[src/rtl/fpli_pkg.sv]
// Shared types and constants for the frame phase linear interpolator.
// No dependencies; every other file imports this package.
package fpli_pkg;

    localparam int VALUE_BITS    = 32;
    localparam int FRAME_BITS    = 32;
    localparam int INTERVAL_BITS = 8;
    localparam int PERIOD_BITS   = 16;
    localparam int PHASE_BITS    = 8;
    localparam int CMD_BITS      = 2;

    localparam logic [CMD_BITS-1:0] CMD_TICK    = 2'd0;
    localparam logic [CMD_BITS-1:0] CMD_BLEND   = 2'd1;
    localparam logic [CMD_BITS-1:0] CMD_RESTART = 2'd2;

    typedef struct packed {
        logic [CMD_BITS-1:0]          command;
        logic signed [VALUE_BITS-1:0] value_old;
        logic signed [VALUE_BITS-1:0] value_new;
    } t_in_word;

    typedef struct packed {
        logic signed [VALUE_BITS-1:0] blended_value;
        logic [PERIOD_BITS-1:0]       period_count;
        logic [PHASE_BITS-1:0]        phase;
        logic                         should_update;
        logic                         about_to_update;
    } t_out_word;

endpackage

[src/rtl/frame_phase_linear_interpolator_top.sv]
// Frame phase linear interpolator: one result word per command word
// (tick, interpolate, restart). Every command goes through the restoring
// divider, which produces one quotient bit per cycle for frame_count /
// interval and for the new-value weight; a new command is taken only after
// the previous result has been loaded into the output register. A finished
// result sits in the output register while the next command is taken; a
// result that finds the register still full waits in ST_OUT.
// Depends on fpli_pkg, fpli_divider and fpli_blend.
module frame_phase_linear_interpolator_top #(
    parameter int WEIGHT_FRAC_BITS = 16
) (
    input  logic                                 i_clk,
    input  logic                                 i_rst_n,
    input  logic                                 i_cfg_we,
    input  logic [fpli_pkg::INTERVAL_BITS-1:0]   i_cfg_wdata,
    input  logic                                 i_in_valid,
    output logic                                 o_in_ready,
    input  fpli_pkg::t_in_word                   i_in_word,
    output logic                                 o_out_valid,
    input  logic                                 i_out_ready,
    output fpli_pkg::t_out_word                  o_out_word
);
    import fpli_pkg::*;

    localparam int W  = WEIGHT_FRAC_BITS;
    localparam int QW = PERIOD_BITS + W;
    localparam logic [W:0] FULL_WEIGHT = {1'b1, {W{1'b0}}};

    typedef enum logic [2:0] {
        ST_IDLE = 3'b001,
        ST_DIV  = 3'b010,
        ST_OUT  = 3'b100
    } t_state;

    t_state                   r_state,    n_state;
    logic [INTERVAL_BITS-1:0] r_interval, n_interval;
    logic [FRAME_BITS-1:0]    r_fc,       n_fc;
    logic [PHASE_BITS-1:0]    r_phase,    n_phase;
    logic [W:0]               r_weight,   n_weight;
    logic [PERIOD_BITS-1:0]   r_period,   n_period;
    logic [CMD_BITS-1:0]      r_cmd,      n_cmd;
    logic                     r_out_valid, n_out_valid;
    t_out_word                r_out_word;

    logic                     w_accept;
    logic                     w_load_out;
    logic [FRAME_BITS-1:0]    w_fc_next;
    logic                     w_div_done;
    logic [QW-1:0]            w_quot;
    logic [PHASE_BITS-1:0]    w_rem;
    logic signed [VALUE_BITS-1:0] w_blend;

    assign o_in_ready = (r_state == ST_IDLE);
    assign w_accept   = i_in_valid && o_in_ready;
    assign w_load_out = (r_state == ST_OUT) && (!r_out_valid || i_out_ready);
    assign w_fc_next  = (i_in_word.command == CMD_TICK) ? r_fc + 1'b1 : r_fc;

    fpli_divider #(.FRAC_BITS(W)) u_div (
        .i_clk      (i_clk),
        .i_rst_n    (i_rst_n),
        .i_start    (w_accept),
        .i_dividend (w_fc_next),
        .i_divisor  (r_interval),
        .o_done     (w_div_done),
        .o_quot     (w_quot),
        .o_rem      (w_rem)
    );

    fpli_blend #(.FRAC_BITS(W)) u_blend (
        .i_clk       (i_clk),
        .i_start     (w_accept),
        .i_value_old (i_in_word.value_old),
        .i_value_new (i_in_word.value_new),
        .i_weight    (r_weight),
        .o_blend     (w_blend)
    );

    always_comb begin
        n_state     = r_state;
        n_interval  = r_interval;
        n_fc        = r_fc;
        n_phase     = r_phase;
        n_weight    = r_weight;
        n_period    = r_period;
        n_cmd       = r_cmd;
        n_out_valid = r_out_valid;

        if (r_out_valid && i_out_ready) begin
            n_out_valid = 1'b0;
        end

        // interval write acts as a restart; zero is stored as one
        if (i_cfg_we) begin
            n_interval = (i_cfg_wdata == '0) ? INTERVAL_BITS'(1) : i_cfg_wdata;
            n_phase    = '0;
            n_weight   = (i_cfg_wdata > INTERVAL_BITS'(1)) ? '0 : FULL_WEIGHT;
        end

        unique case (r_state)
            ST_IDLE: begin
                if (w_accept) begin
                    n_cmd   = i_in_word.command;
                    n_fc    = w_fc_next;
                    n_state = ST_DIV;
                end
            end
            ST_DIV: begin
                if (w_div_done) begin
                    n_period = w_quot[QW-1:W];
                    if (r_cmd == CMD_TICK) begin
                        if (r_interval > INTERVAL_BITS'(1)) begin
                            n_phase  = w_rem;
                            n_weight = {1'b0, w_quot[W-1:0]};
                        end else begin
                            n_phase  = '0;
                            n_weight = FULL_WEIGHT;
                        end
                    end else if (r_cmd == CMD_RESTART) begin
                        n_phase  = '0;
                        n_weight = (r_interval > INTERVAL_BITS'(1)) ? '0 : FULL_WEIGHT;
                    end
                    n_state = ST_OUT;
                end
            end
            ST_OUT: begin
                if (w_load_out) begin
                    n_out_valid = 1'b1;
                    n_state     = ST_IDLE;
                end
            end
            default: n_state = ST_IDLE;
        endcase
    end

    always_ff @(posedge i_clk) begin
        if (!i_rst_n) begin
            r_state     <= ST_IDLE;
            r_interval  <= INTERVAL_BITS'(1);
            r_fc        <= '0;
            r_phase     <= '0;
            r_weight    <= FULL_WEIGHT;
            r_period    <= '0;
            r_cmd       <= CMD_TICK;
            r_out_valid <= 1'b0;
        end else begin
            r_state     <= n_state;
            r_interval  <= n_interval;
            r_fc        <= n_fc;
            r_phase     <= n_phase;
            r_weight    <= n_weight;
            r_period    <= n_period;
            r_cmd       <= n_cmd;
            r_out_valid <= n_out_valid;
        end
    end

    always_ff @(posedge i_clk) begin
        if (w_load_out) begin
            r_out_word.blended_value   <= (r_cmd == CMD_BLEND) ? w_blend : '0;
            r_out_word.period_count    <= r_period;
            r_out_word.phase           <= r_phase;
            r_out_word.should_update   <= (r_phase == '0);
            r_out_word.about_to_update <= (r_phase == r_interval - 1'b1);
        end
    end

    assign o_out_valid = r_out_valid;
    assign o_out_word  = r_out_word;

    a_phase_in_period: assert property (@(posedge i_clk) disable iff (!i_rst_n)
        r_phase < r_interval)
        else $error("phase not below interval");

    a_unit_interval_full: assert property (@(posedge i_clk) disable iff (!i_rst_n)
        (r_interval == INTERVAL_BITS'(1)) |-> (r_weight == FULL_WEIGHT))
        else $error("interval of one without full weight");

    a_weight_bound: assert property (@(posedge i_clk) disable iff (!i_rst_n)
        r_weight <= FULL_WEIGHT)
        else $error("weight above full");

    a_busy_after_accept: assert property (@(posedge i_clk) disable iff (!i_rst_n)
        w_accept |=> !o_in_ready)
        else $error("ready right after accepting a word");

endmodule

[src/rtl/fpli_divider.sv]
// Restoring divider, one quotient bit per cycle, shared by every command.
// Divides {dividend, FRAC_BITS zeros} by the interval; depends on fpli_pkg.
module fpli_divider #(
    parameter int FRAC_BITS = 16
) (
    input  logic                                         i_clk,
    input  logic                                         i_rst_n,
    input  logic                                         i_start,
    input  logic [fpli_pkg::FRAME_BITS-1:0]              i_dividend,
    input  logic [fpli_pkg::INTERVAL_BITS-1:0]           i_divisor,
    output logic                                         o_done,
    output logic [fpli_pkg::PERIOD_BITS+FRAC_BITS-1:0]   o_quot,
    output logic [fpli_pkg::PHASE_BITS-1:0]              o_rem
);
    import fpli_pkg::*;

    localparam int STEPS = FRAME_BITS + FRAC_BITS;
    localparam int CW    = $clog2(STEPS);
    localparam int QW    = PERIOD_BITS + FRAC_BITS;

    logic                     r_busy;
    logic                     r_done;
    logic [CW-1:0]            r_cnt;
    logic [FRAME_BITS-1:0]    r_dvd;
    logic [INTERVAL_BITS-1:0] r_rem;
    logic [QW-1:0]            r_quot;
    logic [PHASE_BITS-1:0]    r_phase;

    logic [INTERVAL_BITS:0]   w_part;
    logic [INTERVAL_BITS:0]   w_diff;
    logic                     w_fit;
    logic [INTERVAL_BITS-1:0] n_rem;

    // partial remainder stays below the divisor, so part < 2 * divisor
    always_comb begin
        w_part = {r_rem, r_dvd[FRAME_BITS-1]};
        w_diff = w_part - {1'b0, i_divisor};
        w_fit  = (w_part >= {1'b0, i_divisor});
        n_rem  = w_fit ? w_diff[INTERVAL_BITS-1:0] : w_part[INTERVAL_BITS-1:0];
    end

    always_ff @(posedge i_clk) begin
        if (!i_rst_n) begin
            r_busy <= 1'b0;
            r_done <= 1'b0;
            r_cnt  <= '0;
        end else begin
            r_done <= 1'b0;
            if (i_start) begin
                r_busy <= 1'b1;
                r_cnt  <= '0;
            end else if (r_busy) begin
                if (r_cnt == CW'(STEPS - 1)) begin
                    r_busy <= 1'b0;
                    r_done <= 1'b1;
                end else begin
                    r_cnt <= r_cnt + 1'b1;
                end
            end
        end
    end

    always_ff @(posedge i_clk) begin
        if (i_start) begin
            r_dvd <= i_dividend;
            r_rem <= '0;
        end else if (r_busy) begin
            r_dvd  <= {r_dvd[FRAME_BITS-2:0], 1'b0};
            r_rem  <= n_rem;
            r_quot <= {r_quot[QW-2:0], w_fit};
            // remainder after the integer bits is the frame phase
            if (r_cnt == CW'(FRAME_BITS - 1)) begin
                r_phase <= n_rem;
            end
        end
    end

    assign o_done = r_done;
    assign o_quot = r_quot;
    assign o_rem  = r_phase;

endmodule

[src/rtl/fpli_blend.sv]
// Weighted blend old + ((new - old) * w >>> FRAC_BITS), wrapped to VALUE_BITS.
// Operands latch on start and the product is registered from them; the final sum is combinational. Depends on fpli_pkg.
module fpli_blend #(
    parameter int FRAC_BITS = 16
) (
    input  logic                                i_clk,
    input  logic                                i_start,
    input  logic signed [fpli_pkg::VALUE_BITS-1:0] i_value_old,
    input  logic signed [fpli_pkg::VALUE_BITS-1:0] i_value_new,
    input  logic [FRAC_BITS:0]                  i_weight,
    output logic signed [fpli_pkg::VALUE_BITS-1:0] o_blend
);
    import fpli_pkg::*;

    localparam int PW = VALUE_BITS + FRAC_BITS + 3;

    logic signed [VALUE_BITS-1:0] r_base;
    logic signed [VALUE_BITS:0]   r_diff;
    logic        [FRAC_BITS:0]    r_weight;
    logic signed [PW-1:0]         r_prod;

    always_ff @(posedge i_clk) begin
        if (i_start) begin
            r_base   <= i_value_old;
            r_diff   <= {i_value_new[VALUE_BITS-1], i_value_new}
                      - {i_value_old[VALUE_BITS-1], i_value_old};
            r_weight <= i_weight;
        end
        r_prod <= PW'(r_diff * $signed({1'b0, r_weight}));
    end

    // old * FULL is an exact multiple, so the floor only acts on the delta term
    assign o_blend = r_base + r_prod[FRAC_BITS+VALUE_BITS-1:FRAC_BITS];

endmodule

[config.mk]
export PLATFORM = sky130hd
export DESIGN_NAME = frame_phase_linear_interpolator_top
export DESIGN_NICKNAME = d
export VERILOG_FILES = /design/src/rtl/fpli_pkg.sv /design/src/rtl/frame_phase_linear_interpolator_top.sv /design/src/rtl/fpli_divider.sv /design/src/rtl/fpli_blend.sv
export SDC_FILE = /design/constraint.sdc
export NUM_CORES = 2
export LEC_CHECK = 0
export BUFFER_PORTS_ARGS = -buffer_cell sky130_fd_sc_hd__buf_2
export CELL_PAD_IN_SITES_DETAIL_PLACEMENT = 1
export CELL_PAD_IN_SITES_GLOBAL_PLACEMENT = 1
export CORE_ASPECT_RATIO = 0.75
export CORE_MARGIN = 8
export CORE_UTILIZATION = 30
export CTS_BUF_LIST = sky130_fd_sc_hd__clkbuf_8 sky130_fd_sc_hd__clkbuf_16
export DETAILED_ROUTE_END_ITERATION = 8
export GPL_ROUTABILITY_DRIVEN = 0
export PLACE_DENSITY_LB_ADDON = 0.08
export SYNTH_ARGS = -nofsm -noshare
export SYNTH_HDL_FRONTEND = slang
export SYNTH_HIERARCHICAL = 1
export SYNTH_SLANG_ARGS = --single-unit
[constraint.sdc]
create_clock -name i_clk -period 5.52 [get_ports i_clk]
set_input_delay 1.104 -clock i_clk [delete_from_list [all_inputs] [get_ports i_clk]]
set_output_delay 1.104 -clock i_clk [all_outputs]
set_load 0.005 [all_outputs]
Word-level counts from Yosys, hierarchy flattened. Index checks and enable logic that the tools add are counted.

Multiplexer cells: 30. Magnitude comparators: 3. Reduce and logical (&&, ||, !) cells: 18. Multiply operators: 1. Eq/ne operators: 11. Div/mod/pow operators: 0. Bitwise gates (word level): 4. Shift operators: 0. Add/sub/neg operators: 6.

Operator list (count): 17-bit 2-to-1 mux (8); 32-bit 2-to-1 mux (3); 8-bit 2-to-1 mux (8); 33-bit by 18-bit multiplier with 48-bit output (1); 32-bit by 32-bit subtractor with 33-bit output (1); 32-bit by 1-bit adder with 32-bit output, second input constant (1); 32-bit adder (1); 8-bit by 1-bit greater-than comparator with 1-bit output, second input constant (2); 8-bit logical NOT (2); 9-bit by 8-bit greater-or-equal comparator with 1-bit output (1); 3-bit 2-to-1 mux (3); 3-bit one-hot mux with 3 select lines (1); 8-bit equality test (1); 2-bit AND reduction (4); 8-bit by 1-bit subtractor with 8-bit output, second input constant (1); 8-bit subtractor (1); 1-bit 2-to-1 mux (7); 6-bit by 1-bit adder with 6-bit output, second input constant (1); 6-bit by 5-bit equality test with 1-bit output, second input constant (1); 6-bit equality test, second input constant (1); 3-bit AND reduction (2); 2-bit logical NOT (2); 2-bit by 1-bit != test with 1-bit output, second input constant (2); 1-bit NOT (4); other kinds (12) (14).

Logic and storage cells: 97. Output and inout port bits: 60. RAM bits: 0. Input port bits: 79. Memories: 0. Latch bits: 0. Memory bits (read-only): 0. Register bits after elaboration: 363.

Logic depth before layout (Yosys ltp).
Word-level depth: 7. Gate-level depth with buffers: 24. Gate-level depth less buffers: 23.

Hierarchy. The synthesis kept the hierarchy.

By module, submodules not included: fpli_blend (seq. area each 3103.0 sq um, times used 1, area each 24482.2 sq um, cells an instance 2600); frame_phase_linear_interpolator_top (seq. area each 3483.3 sq um, times used 1, area each 6343.6 sq um, cells an instance 611); fpli_divider (seq. area each 2482.4 sq um, times used 1, area each 3588.4 sq um, cells an instance 239).

Least setup slack after synthesis. No wires, ideal clock.

Kind: register -> register. From: register u_blend.r_diff[32]. To: register u_blend.r_prod[47]. Library setup time: 0.072 ns. Path slack: -0.603 ns. Stages on the path, launching flop included: 22. Data required time: 5.448 ns. Clock period less this slack: 6.123 ns. Data arrival time: 6.051 ns. Path buffers: 1. Cells stage by stage: edfxtp_1 > clkbuf_1 > nand2_1 > fa_1 > fa_1 > inv_1 > fa_1 > fa_1 > fa_1 > inv_1 > fa_1 > inv_1 > ha_1 > a21o_1 > a21o_1 > a21oi_1 > o21ai_0 > a31o_2 > a31o_2 > a211o_1 > a21oi_1 > xnor2_1.

Longest elaborated chain between the ends: 1.

Ends and longest elaborated chain: from (decl) (line fpli_blend.sv:18) `logic signed [VALUE_BITS:0] r_diff;`; from (signal assigned) (line fpli_blend.sv:25) `r_diff <= {i_value_new[VALUE_BITS-1], i_value_new}`; 33-bit by 18-bit multiplier with 48-bit output (line fpli_blend.sv:29) `r_prod <= PW'(r_diff * $signed({1'b0, r_weight}));`; to (signal assigned) (line fpli_blend.sv:29); to (decl) (line fpli_blend.sv:20) `logic signed [PW-1:0] r_prod;`.

Every way passes these cells. A chain may end at the register's enable or synchronous reset.

Worst setup path in the final report.
From: register u_blend.r_weight[3]. To: register u_blend.r_prod[47].

Longest elaborated chain between the ends: 1.

Ends and longest elaborated chain: from (decl) (line fpli_blend.sv:19) `logic [FRAC_BITS:0] r_weight;`; from (signal assigned) (line fpli_blend.sv:27) `r_weight <= i_weight;`; 33-bit by 18-bit multiplier with 48-bit output (line fpli_blend.sv:29).

Every way passes these cells.

==> qor.yml <==
synthMuxAreaShare_pct: 1.774
grt_usage_pct: 17.56
synth_flop_cell: "edfxtp_1"
violations: "setup timing"
synth_fa_ha_area_share_pct: 36.80
dr.pass1.iters: 4
dpl-instance-area_um2: 39300
cp.buffers_inverters: 6
wire_per_inst_um: 20.10
hold_buffers: 0
whs_ns: 0.4347
cts-root-buf: "clkbuf_16"
grt_first_pass_wirelength_um: 173200
hp-class: "flop to flop"
cts.path.max_buffers: 3
postLayoutCellArea_um2: 42020
final_common_cell: "inv_1"
max_freq_ghz: 0.1520
finalWirelength_um: 108700
crit_family: "adder cells"
syn_nets: 4231
slowest_delay_ns: 0.60
cts.htree.levels: 2
slew_headroom_pct: 8.204
layout_setup_ws_ns: -1.058
maxCapViolCount: 0
vias: 24832
area.sequential_um2: 9069
synth_edf_count: 212
routed.top_layer: "met4"
dr_wl_met2_um: 45230
setup_viol: 32
die_area_um2: 125900
synthDistinctLibCells: 79
mostFrequentLayoutCells: "667 x inv_1, 500 x fa_1, 387 x nand2_1"
synth.avg_cell_area_um2: 9.975
num-fill-cells: 12795
instances_no_fill: 5405
drive_gt1_share_pct: 19.13
drt-met1-wl_um: 59290
synth_seq_cells: 347
rsz0062_at_grt: "yes"
maxSlewViolCount: 0
cp.arrival_ns: 7.09
antenna_violating_nets_post_route: 0
worstSetupEndpointType: "flop"
clk_pin_slew_ns: 0.06
initial_utilization_pct: 30.28
cp_max_fo: 6
synth_seq_area_share_pct: 26.35
first_global_vias: 28439
chipHeight_um: 309.3
antenna_found_initial: 10
vias_per_cell: 4.594
synthSimpleGateAreaFrac_pct: 15.35
dp_cells: 5277
synth_xor_area_share_pct: 3.996
syn_inst: 3450
syn_area_um2: 34410
cp_common_cell: "fa_1"
yosysWarnings: 6
port_buffers: 138
clock_latency_ns: 0.60
outcome: "finished, violations left"
grt_start_max_net_pins: 59
finClkSkew_ns: 0.03700
overflow: 0
synth_compound_area_share_pct: 6.857
hold_violations: 0
coreArea_um2: 113700
cts_tree: "done"
wl_met3_um: 2627
required_ns: 6.04
numCtsBuffers: 46
rows: 107
drt-initial-drc-count: 1078
fin_crit_ns: 6.578
setup_tns_ns: -21.24
synth_top_family_by_area: "adder cells"
finalCritPeriodShare_pct: 119.2
slowest_stage: "fa_1"
path_class: "flop to flop"
crit_path_cell_trace: "buf_12 > bufbuf_16 > nand2_1 > fa_1 > fa_1 > inv_1 > fa_1 > fa_2 > fa_1 > inv_2 > fa_1 > inv_2 > ha_4 > a21o_1 > a221oi_2 > o21ai_2 > a211oi_2 > a21oi_4 > buf_6 > a31o_4 > a211o_1 > a21oi_2 > xnor2_1"
startpoint_type: "flop"
async_flop_share_pct: 0
drc: 0
syn_to_final_growth_pct: 22.09
io_pins: 139
hpwl_um: 87490
worst_pin_slew_ns: 1.364
nNetsFinal: 4623
multi_input_area_um2: 23120
cts.sinks: 347
die-width_um: 407.1
[cells in the mapped netlist, types with 4 or more instances]
| master | instances | area (um^2) |
|---|---|---|
| fa_1 | 517 | 10350 |
| or3_1 | 8 | 50.05 |
| and3_1 | 13 | 81.33 |
| o21ai_0 | 45 | 225.2 |
| inv_1 | 674 | 2530 |
| clkbuf_1 | 120 | 450.4 |
| or4_1 | 13 | 97.59 |
| nand3b_1 | 5 | 37.54 |
| nand2b_1 | 30 | 187.7 |
| o21ai_1 | 5 | 25.02 |
| or2_2 | 5 | 31.28 |
| nand2_1 | 391 | 1468 |
| and4_1 | 6 | 52.55 |
| nor4_1 | 18 | 112.6 |
| a211oi_1 | 9 | 67.56 |
| a31oi_1 | 7 | 43.79 |
| nand3_1 | 42 | 210.2 |
| buf_1 | 7 | 26.28 |
| o31ai_1 | 12 | 90.09 |
| edfxtp_1 | 212 | 6366 |
| nor2_1 | 90 | 337.8 |
| a22o_1 | 32 | 280.3 |
| dfxtp_1 | 135 | 2703 |
| a21o_1 | 44 | 330.3 |
| a21oi_1 | 109 | 545.5 |
| ha_1 | 185 | 2315 |
| o211ai_1 | 9 | 67.56 |
| nand4_1 | 27 | 168.9 |
| o21a_1 | 20 | 150.1 |
| a211o_1 | 4 | 35.03 |
| nor3_1 | 23 | 115.1 |
| xnor2_1 | 103 | 902.1 |
| xor2_1 | 54 | 473.0 |
| mux2_2 | 32 | 360.4 |
| nor2b_1 | 13 | 81.33 |
| o21bai_1 | 9 | 67.56 |
| mux2i_1 | 25 | 250.2 |
| and2_1 | 330 | 2064 |
[layer usage]
layer	up-vias	GRT usage, %
li1	11596	-
met1	12904	28.16
met2	254	25.55
met3	78	1.841
met4	0	2.879
met5	-	0
[through the flow]
stage / setup WS, ns / utilization, %
CTS: -1.126 / 36.69
finish: -1.058 / 36.97
global placement: -1.665 / 34.57
floorplan: -0.2737 / -
global route: -1.254 / 36.96
detailed placement: -1.673 / 34.57
[what timing repair did]
| item | CTS | global route |
|---|---|---|
| setup endpoints to repair | 32 | 32 |
| cloned | 1 | 0 |
| resized for setup | 132 | 65 |
| pin swaps | 76 | 63 |
| setup buffers | 55 | 11 |
[flip-flops by register name (all words and copies together) (netlist names), 16 cells and up]
signal            cells
r_fc                 32
u_blend/r_weight     17
r_period             16
r_weight             17
o_out_word           58
u_div/o_quot         32
u_blend/r_diff       33
u_blend/r_prod       32
u_blend/r_base       32
u_div/r_dvd          32
[path summary, 6_finish.rpt]
check / from / to / slack (ns) / cells past startpoint
worst max register to register: u_blend/r_weight[3] / u_blend/r_prod[47] / -1.06 / 23
worst max-delay path: u_blend/r_weight[3] / u_blend/r_prod[47] / -1.06 / 23
worst min-delay path: r_period[12] / o_out_word[22] / 0.43 / 0
worst min register to register: r_period[12] / o_out_word[22] / 0.43 / 0
[cell type report]
cell class | instances | area share [%]
Clock inverter | 30 | 0.4943
Multi-Input combinational cell | 2296 | 55.04
Inverter | 676 | 6.051
Sequential cell | 347 | 21.58
Antenna cell | 1 | 0.005956
Timing Repair Buffer | 475 | 9.202
Tap cell | 1526 | 4.544
Clock buffer | 54 | 3.082
[logic make-up after synthesis]
| kind of cell | count (synthesis) |
|---|---|
| buffers and inverters | 807 |
| adders and majority gates | 702 |
| muxes | 57 |
| and+or+nand+nor | 1032 |
| AOI/OAI and AO/OA | 348 |
| DFF | 347 |
| xor gates and xnor gates | 157 |
Power is left out: the tool's default activity adds up to more than one toggle a clock period on the data nets, which glitch-free logic cannot reach.
